<file path="src/design/spimb_pkg.sv">
// Shared types and constants for the SPI master byte port.
// Holds request and register codes, clock divider lengths and the state/result structs.
// No dependencies.
package spimb_pkg;

  localparam int unsigned BYTE_BITS = 8;
  localparam int unsigned REQ_W     = 3;
  localparam int unsigned BC_W      = 4;
  localparam int unsigned PC_W      = 6;
  localparam int unsigned CFG_IDX_W = 3;
  localparam int unsigned CFG_DAT_W = 2;

  localparam logic [REQ_W-1:0] REQ_IDLE     = 3'd0;
  localparam logic [REQ_W-1:0] REQ_WRITE    = 3'd1;
  localparam logic [REQ_W-1:0] REQ_READ     = 3'd2;
  localparam logic [REQ_W-1:0] REQ_CLR_INT  = 3'd3;
  localparam logic [REQ_W-1:0] REQ_CLR_COLL = 3'd4;

  localparam logic [CFG_IDX_W-1:0] CFG_ENABLE    = 3'd0;
  localparam logic [CFG_IDX_W-1:0] CFG_RATE      = 3'd1;
  localparam logic [CFG_IDX_W-1:0] CFG_IDLE_HIGH = 3'd2;
  localparam logic [CFG_IDX_W-1:0] CFG_TX_A2I    = 3'd3;
  localparam logic [CFG_IDX_W-1:0] CFG_SAMPLE    = 3'd4;

  localparam logic [1:0] RATE_DIV4  = 2'd0;
  localparam logic [1:0] RATE_DIV16 = 2'd1;

  localparam logic [PC_W:0] HALF_DIV4  = 7'd2;
  localparam logic [PC_W:0] HALF_DIV16 = 7'd8;
  localparam logic [PC_W:0] HALF_DIV64 = 7'd32;

  localparam logic [BC_W-1:0] LAST_HALF = BC_W'(2 * BYTE_BITS - 1);

  typedef struct packed {
    logic       enable;
    logic [1:0] rate;
    logic       idle_high;
    logic       tx_a2i;
    logic       sample_end;
  } cfg_t;

  typedef struct packed {
    logic full;
    logic done;
    logic coll;
    logic busy;
  } flags_t;

  typedef struct packed {
    logic                 sck_level;
    logic                 mosi_bit;
    logic [BYTE_BITS-1:0] read_byte;
    flags_t               flags;
  } result_t;

endpackage

</file>
<file path="src/design/spimb_in_if.sv">
// Input channel of the SPI master byte port: valid/ready plus one bus-access item.
// Depends on spimb_pkg.
interface spimb_in_if import spimb_pkg::*; ();
  logic                 valid;
  logic                 ready;
  logic [REQ_W-1:0]     req_type;
  logic [BYTE_BITS-1:0] write_byte;
  logic                 miso_bit;

  modport source (output valid, req_type, write_byte, miso_bit, input ready);
  modport sink   (input valid, req_type, write_byte, miso_bit, output ready);
endinterface

</file>
<file path="src/design/spimb_out_if.sv">
// Output channel of the SPI master byte port: valid/ready plus one result item.
// Depends on spimb_pkg.
interface spimb_out_if import spimb_pkg::*; ();
  logic                 valid;
  logic                 ready;
  logic                 sck_level;
  logic                 mosi_bit;
  logic [BYTE_BITS-1:0] read_byte;
  logic                 buffer_full;
  logic                 done_flag;
  logic                 collision;
  logic                 busy_res;

  modport source (output valid, sck_level, mosi_bit, read_byte, buffer_full, done_flag,
                  collision, busy_res, input ready);
  modport sink   (input valid, sck_level, mosi_bit, read_byte, buffer_full, done_flag,
                  collision, busy_res, output ready);
endinterface

</file>
<file path="src/design/spimb_core.sv">
// Exchange engine: shift register, bit and prescale counters, receive buffer and flags.
// Advances one system tick per accepted item; result reflects the state after the tick.
// Depends on spimb_pkg.
module spimb_core import spimb_pkg::*; (
  input  logic                 clk_i,
  input  logic                 rst_ni,
  input  logic                 adv_i,
  input  cfg_t                 cfg_i,
  input  logic [REQ_W-1:0]     req_type_i,
  input  logic [BYTE_BITS-1:0] write_byte_i,
  input  logic                 miso_bit_i,
  output result_t              res_o
);

  logic [BYTE_BITS-1:0] shift_q, shift_d;
  logic [BC_W-1:0]      bc_q, bc_d;
  logic [PC_W-1:0]      pc_q, pc_d;
  logic [BYTE_BITS-1:0] rb_q, rb_d;
  logic                 latch_q, latch_d;
  flags_t               flags_q, flags_d;

  logic                 started;
  logic                 smp;
  logic                 phase;
  logic [PC_W:0]        half;
  logic [PC_W:0]        pc_inc;

  always_comb begin
    unique case (cfg_i.rate)
      RATE_DIV4:  half = HALF_DIV4;
      RATE_DIV16: half = HALF_DIV16;
      default:    half = HALF_DIV64;
    endcase
  end

  always_comb begin
    shift_d = shift_q;
    bc_d    = bc_q;
    pc_d    = pc_q;
    rb_d    = rb_q;
    latch_d = latch_q;
    flags_d = flags_q;
    started = 1'b0;
    smp     = 1'b0;
    pc_inc  = 7'd0;

    if (!cfg_i.enable) begin
      flags_d.busy = 1'b0;
      bc_d         = '0;
      pc_d         = '0;
    end

    unique case (req_type_i)
      REQ_WRITE: begin
        if (flags_d.busy) begin
          flags_d.coll = 1'b1;
        end else if (cfg_i.enable) begin
          shift_d      = write_byte_i;
          bc_d         = '0;
          pc_d         = '0;
          flags_d.busy = 1'b1;
          started      = 1'b1;
        end
      end
      REQ_READ:     flags_d.full = 1'b0;
      REQ_CLR_INT:  flags_d.done = 1'b0;
      REQ_CLR_COLL: flags_d.coll = 1'b0;
      default: ;
    endcase

    if (flags_d.busy && !started) begin
      pc_inc = {1'b0, pc_d} + 7'd1;
      if (pc_inc >= half) begin
        pc_d = '0;
        if (!bc_d[0]) begin
          if (!cfg_i.sample_end) latch_d = miso_bit_i;
          bc_d = bc_d + 4'd1;
        end else begin
          smp     = cfg_i.sample_end ? miso_bit_i : latch_d;
          shift_d = {shift_d[BYTE_BITS-2:0], smp};
          if (bc_d >= LAST_HALF) begin
            rb_d         = shift_d;
            flags_d.full = 1'b1;
            flags_d.done = 1'b1;
            flags_d.busy = 1'b0;
            bc_d         = '0;
          end else begin
            bc_d = bc_d + 4'd1;
          end
        end
      end else begin
        pc_d = pc_inc[PC_W-1:0];
      end
    end
  end

  assign phase = flags_d.busy ? (bc_d[0] == cfg_i.tx_a2i) : 1'b0;

  always_comb begin
    res_o.sck_level = phase ^ cfg_i.idle_high;
    res_o.mosi_bit  = flags_d.busy ? shift_d[BYTE_BITS-1] : 1'b0;
    res_o.read_byte = rb_d;
    res_o.flags     = flags_d;
  end

  always_ff @(posedge clk_i or negedge rst_ni) begin
    if (!rst_ni) begin
      shift_q <= '0;
      bc_q    <= '0;
      pc_q    <= '0;
      rb_q    <= '0;
      latch_q <= 1'b0;
      flags_q <= '0;
    end else if (adv_i) begin
      shift_q <= shift_d;
      bc_q    <= bc_d;
      pc_q    <= pc_d;
      rb_q    <= rb_d;
      latch_q <= latch_d;
      flags_q <= flags_d;
    end
  end

endmodule

</file>
<file path="src/design/spi_master_byte_port_core.sv">
// SPI master byte port: configuration registers, exchange engine and result register.
// A result is registered and appears in the cycle after its item is accepted; one item
// per cycle while results are taken, the output register letting a new item in as one is taken.
// Reset (rst_ni, asynchronous, active low) clears configuration, flags, counters and
// the result register; the clock pin idles low and no exchange runs.
// Depends on spimb_pkg, spimb_in_if, spimb_out_if and spimb_core.
module spi_master_byte_port_core import spimb_pkg::*; (
  input  logic                 clk_i,
  input  logic                 rst_ni,
  spimb_in_if.sink             in_i,
  spimb_out_if.source          out_o,
  input  logic                 cfg_we_i,
  input  logic [CFG_IDX_W-1:0] cfg_idx_i,
  input  logic [CFG_DAT_W-1:0] cfg_data_i
);

  cfg_t    cfg_q;
  result_t res;
  result_t res_q;
  logic    out_valid_q;
  logic    accept;

  assign in_i.ready = !out_valid_q || out_o.ready;
  assign accept     = in_i.valid && in_i.ready;

  always_ff @(posedge clk_i or negedge rst_ni) begin
    if (!rst_ni) begin
      cfg_q <= '0;
    end else if (cfg_we_i) begin
      unique case (cfg_idx_i)
        CFG_ENABLE:    cfg_q.enable     <= cfg_data_i[0];
        CFG_RATE:      cfg_q.rate       <= cfg_data_i;
        CFG_IDLE_HIGH: cfg_q.idle_high  <= cfg_data_i[0];
        CFG_TX_A2I:    cfg_q.tx_a2i     <= cfg_data_i[0];
        CFG_SAMPLE:    cfg_q.sample_end <= cfg_data_i[0];
        default: ;
      endcase
    end
  end

  spimb_core u_core (
    .clk_i        (clk_i),
    .rst_ni       (rst_ni),
    .adv_i        (accept),
    .cfg_i        (cfg_q),
    .req_type_i   (in_i.req_type),
    .write_byte_i (in_i.write_byte),
    .miso_bit_i   (in_i.miso_bit),
    .res_o        (res)
  );

  always_ff @(posedge clk_i or negedge rst_ni) begin
    if (!rst_ni) begin
      out_valid_q <= 1'b0;
    end else if (accept) begin
      out_valid_q <= 1'b1;
    end else if (out_o.ready) begin
      out_valid_q <= 1'b0;
    end
  end

  always_ff @(posedge clk_i or negedge rst_ni) begin
    if (!rst_ni) begin
      res_q <= '0;
    end else if (accept) begin
      res_q <= res;
    end
  end

  assign out_o.valid       = out_valid_q;
  assign out_o.sck_level   = res_q.sck_level;
  assign out_o.mosi_bit    = res_q.mosi_bit;
  assign out_o.read_byte   = res_q.read_byte;
  assign out_o.buffer_full = res_q.flags.full;
  assign out_o.done_flag   = res_q.flags.done;
  assign out_o.collision   = res_q.flags.coll;
  assign out_o.busy_res    = res_q.flags.busy;

endmodule
</file>
<file path="src/flat_wrapper.sv">
// flat-port wrapper written by rule: the top's interface ports become plain ports
module spi_master_byte_port_core_flat import spimb_pkg::*;
  (clk_i, rst_ni, cfg_we_i, cfg_idx_i, cfg_data_i, in_i_valid, in_i_req_type, in_i_write_byte, in_i_miso_bit, in_i_ready, out_o_valid, out_o_sck_level, out_o_mosi_bit, out_o_read_byte, out_o_buffer_full, out_o_done_flag, out_o_collision, out_o_busy_res, out_o_ready);
  spimb_in_if in_i_i ();
  spimb_out_if out_o_i ();
  input  logic clk_i;
  input  logic rst_ni;
  input  logic cfg_we_i;
  input  logic [CFG_IDX_W-1:0] cfg_idx_i;
  input  logic [CFG_DAT_W-1:0] cfg_data_i;
  input wire logic [$bits(in_i_i.valid)-1:0] in_i_valid;
  input wire logic [$bits(in_i_i.req_type)-1:0] in_i_req_type;
  input wire logic [$bits(in_i_i.write_byte)-1:0] in_i_write_byte;
  input wire logic [$bits(in_i_i.miso_bit)-1:0] in_i_miso_bit;
  output wire logic [$bits(in_i_i.ready)-1:0] in_i_ready;
  output wire logic [$bits(out_o_i.valid)-1:0] out_o_valid;
  output wire logic [$bits(out_o_i.sck_level)-1:0] out_o_sck_level;
  output wire logic [$bits(out_o_i.mosi_bit)-1:0] out_o_mosi_bit;
  output wire logic [$bits(out_o_i.read_byte)-1:0] out_o_read_byte;
  output wire logic [$bits(out_o_i.buffer_full)-1:0] out_o_buffer_full;
  output wire logic [$bits(out_o_i.done_flag)-1:0] out_o_done_flag;
  output wire logic [$bits(out_o_i.collision)-1:0] out_o_collision;
  output wire logic [$bits(out_o_i.busy_res)-1:0] out_o_busy_res;
  input wire logic [$bits(out_o_i.ready)-1:0] out_o_ready;
  assign in_i_i.valid = in_i_valid;
  assign in_i_i.req_type = in_i_req_type;
  assign in_i_i.write_byte = in_i_write_byte;
  assign in_i_i.miso_bit = in_i_miso_bit;
  assign in_i_ready = in_i_i.ready;
  assign out_o_valid = out_o_i.valid;
  assign out_o_sck_level = out_o_i.sck_level;
  assign out_o_mosi_bit = out_o_i.mosi_bit;
  assign out_o_read_byte = out_o_i.read_byte;
  assign out_o_buffer_full = out_o_i.buffer_full;
  assign out_o_done_flag = out_o_i.done_flag;
  assign out_o_collision = out_o_i.collision;
  assign out_o_busy_res = out_o_i.busy_res;
  assign out_o_i.ready = out_o_ready;
  spi_master_byte_port_core u_core (.clk_i(clk_i), .rst_ni(rst_ni), .in_i(in_i_i), .out_o(out_o_i), .cfg_we_i(cfg_we_i), .cfg_idx_i(cfg_idx_i), .cfg_data_i(cfg_data_i));
endmodule
</file>
<file path="config.mk">
export PLATFORM = sky130hd
export DESIGN_NAME = spi_master_byte_port_core_flat
export DESIGN_NICKNAME = d
export VERILOG_FILES = /design/src/design/spimb_pkg.sv /design/src/design/spimb_in_if.sv /design/src/design/spimb_out_if.sv /design/src/design/spimb_core.sv /design/src/design/spi_master_byte_port_core.sv /design/src/flat_wrapper.sv
export SDC_FILE = /design/constraint.sdc
export NUM_CORES = 1
export LEC_CHECK = 0
export BUFFER_PORTS_ARGS = -buffer_cell sky130_fd_sc_hd__buf_2
export CAP_MARGIN = 20
export CORE_MARGIN = 2
export CORE_UTILIZATION = 55
export CTS_CLUSTER_SIZE = 10
export DETAILED_ROUTE_END_ITERATION = 10
export HOLD_SLACK_MARGIN = 0.06
export PLACE_DENSITY = 0.78
export SYNTH_ARGS = -nofsm -noshare
export SYNTH_HDL_FRONTEND = slang
export SYNTH_SLANG_ARGS = --single-unit
export TNS_END_PERCENT = 5
</file>
<file path="constraint.sdc">
create_clock -name clk_i -period 5.27 [get_ports clk_i]
set_input_delay 0.7905 -clock clk_i [delete_from_list [all_inputs] [get_ports clk_i]]
set_output_delay 0.7905 -clock clk_i [all_outputs]
set_load 0.02 [all_outputs]
</file>
==> out/results.ini <==
[status]
outcome=finished, final reports clean

[place]
portBuffers=37
place_inst=315
placed_area_mm2=0.00251
hpwl_mm=3.49
place_congestion=0.907

[power_and_ir_drop]
vdd_drop_max_v=0.000281
p_leak_nw=1.29
p_per_area_mw_per_mm2=308

[die]
die_x_um=68.6
rows=23
ios=38
initial_core_util=0.574
die_area_mm2=0.00471
dieHeight_um=68.6
core_mm2=0.00400

[setup_path]
cpMaxStageDelayCell=or4b_2
cp-end-kind=flop
cpPeakStageDelay_ns=0.71
cp.required_ns=5.45
worstRegToRegCells=12
r2r_slack_ns=1.14
critPathLaunchType=input port
timing.critical_path.mode_cell=ha_1
arrival_ns=4.51
path_max_fanout=10
crit_chain=buf_2 -> or4b_2 -> and3_1 -> ha_1 -> inv_1 -> ha_1 -> a21oi_1 -> o311a_1 -> a311o_1 -> a21oi_4 -> nand2_2 -> nor3_4 -> mux2_4
crit_type=input port to flop
startpoint=in_i_req_type[1]
worstReg2RegStart=u_core.out_o.busy_res$_DFFE_PN0P_

[clock_tree]
clk_latency_ns=0.29
cts_sinks=40
clockRootBuffer=clkbuf_8
numCtsBuffers=5
cts.hold.buffers_added=0
path_clk_slew_ns=0.08
post_cts_resized=0
cts_buffer_depth=2
cts_tree=yes
cts_setup_buffers=0
htreeDepth=2

[yosys]
synth-seq-cells=40
syn_nets=262
syn_avg_cell_area_um2=9.78
yosysUniqueCellTypes=50
ys_seq_area_frac=0.436
synth_warnings=0
synth_flop_cell=dfrtp_1
synth_cells=235
synth_edf_count=0
netlist_area_mm2=0.00230
async_flop_share=1.00

[sta]
finClkSkew_ns=0.00432
setup_violations=0
max_freq_mhz=231
grt_setup_unrepaired=false
layout_min_cycle_time_ns=4.33
setup_tns_ns=0
worst_pin_slew_ns=0.880
finalMaxSlewViolations=0
finalCritPeriodShare=0.822
max_slew_margin=0.412
hold_viol=0

[worst_hold_path]
whs_path_depth=2
hold_path_class=flop to flop
hp-start=u_core.u_core.shift_q[5]$_DFFE_PN0P_

[grt]
grt_usage=0.227
antenna_found_initial=0
grt_max_degree=41
grt-busiest-layer=met2
grtUsageMet2=0.353
grt_util_met1=0.310
grt_pass1_vias=1729
grt-ovfl-total=0
grt_pass1_wl_mm=7.94
use_met3=0.0471

[route]
viasPerCell=5.71
vias=1844
drt_pass1_iterations=4
drcViolationCount=0
final_antenna_net_count=0
drt-total-wl_mm=4.84
initialDrtViolationCount=149
wl_per_cell_um=15.0

[final_layout]
drive_above_1_share=0.256
syn2layout_area_growth_pct=13.5
fillers=315
diodes=0
stdcell_count=323
fin_nets=299
final_common_cell=dfrtp_1
layout_common_cells=dfrtp_1, buf_2, nand2_1
design_area_mm2=0.00261

[flow_run]
maxCapViolCount=0

[registers in the layout, indices dropped and copies added (netlist names), 4 cells and up]
| signal | flops |
|---|---|
| u_core.u_core.shift_q | 8 |
| u_core.u_core.bc_q | 4 |
| u_core.out_o.read_byte | 8 |
| u_core.cfg_q | 6 |
| u_core.u_core.pc_q | 6 |
[kinds of logic (layout without fill, tap and decap cells)]
logic type      Yosys count  after routing  share of synthesized area
xor+xnor                  3              3                     0.0114
compound gates           55             55                      0.164
flops                    40             40                      0.436
fa+ha+maj                 5              5                     0.0272
mux                      28             28                      0.138
buf+inv                  18             56                     0.0310
simple gates             86             86                      0.192
[power by group]
part	switching [W]	internal (W)
registers	0.0000398	0.000351
clock network	0.000104	0.000104
logic	0.000119	0.0000861
total	0.000263	0.000542
[worst paths after layout]
path                                                         end
max                        u_core.out_o.read_byte[7]$_DFFE_PN0P_
min                         u_core.u_core.shift_q[5]$_DFFE_PN0P_
max reg2reg                u_core.out_o.read_byte[7]$_DFFE_PN0P_
min reg2reg                 u_core.u_core.shift_q[5]$_DFFE_PN0P_
max in group asynchronous      u_core.u_core.bc_q[2]$_DFFE_PN0P_
min in group asynchronous      u_core.u_core.pc_q[1]$_DFFE_PN0P_
[area by class of cell]
cell class / count / area (um^2) / share of cell area
Multi-Input combinational cell: 177 / 1220 / 0.470
Sequential cell: 40 / 1000 / 0.384
Timing Repair Buffer: 37 / 185 / 0.0710
Clock buffer: 6 / 82.6 / 0.0317
Tap cell: 50 / 62.6 / 0.0240
Inverter: 11 / 41.3 / 0.0158
Clock inverter: 2 / 10.0 / 0.00384
[cell usage after synthesis (2+ instances only)]
library cell / count / area [um^2]
nor2_1: 12 / 45.0
and3_1: 5 / 31.3
nor3_1: 4 / 20.0
buf_2: 3 / 15.0
o21ai_1: 4 / 20.0
mux2i_1: 10 / 100
a21o_1: 3 / 22.5
ha_1: 5 / 62.6
a22o_1: 4 / 35.0
nor4_1: 3 / 18.8
mux2_2: 14 / 158
mux2_4: 4 / 60.1
o31ai_1: 3 / 22.5
nand3_1: 11 / 55.1
inv_1: 11 / 41.3
o21ai_0: 14 / 70.1
and2_1: 4 / 25.0
xnor2_1: 2 / 17.5
nand4_1: 2 / 12.5
a21oi_1: 9 / 45.0
a41oi_1: 2 / 17.5
nand2_1: 32 / 120
o211ai_1: 2 / 15.0
clkbuf_1: 4 / 15.0
dfrtp_1: 40 / 1000
nand2b_1: 4 / 25.0
[critical path: cells and delay by family]
kind | cells | cell delay (ns)
fa+ha+maj | 2 | 0.58
simple gates | 4 | 1.61
compound gates | 4 | 1.00
buf+inv | 2 | 0.18
mux | 1 | 0.35
[routing by layer]
metal  up-vias  part of all wire
li1        919                 -
met1       865              0.47
met2        54              0.47
met3         6             0.044
met4         0             0.014
met5         -                 0
[metrics by stage]
step / utilization / power, W / setup WS, ns / hold slack (ns)
detailed placement: 0.629 / 0.000600 / 0.630 / 0.461
global route: 0.652 / 0.000853 / 0.783 / 0.509
CTS: 0.652 / 0.000811 / 0.937 / 0.481
finish: 0.652 / 0.000804 / 0.940 / 0.474
global placement: 0.629 / 0.000592 / 0.687 / 0.449
floorplan: - / 0.000537 / 1.05 / 0.433
No activity file was read; power rests on OpenSTA's default activity.
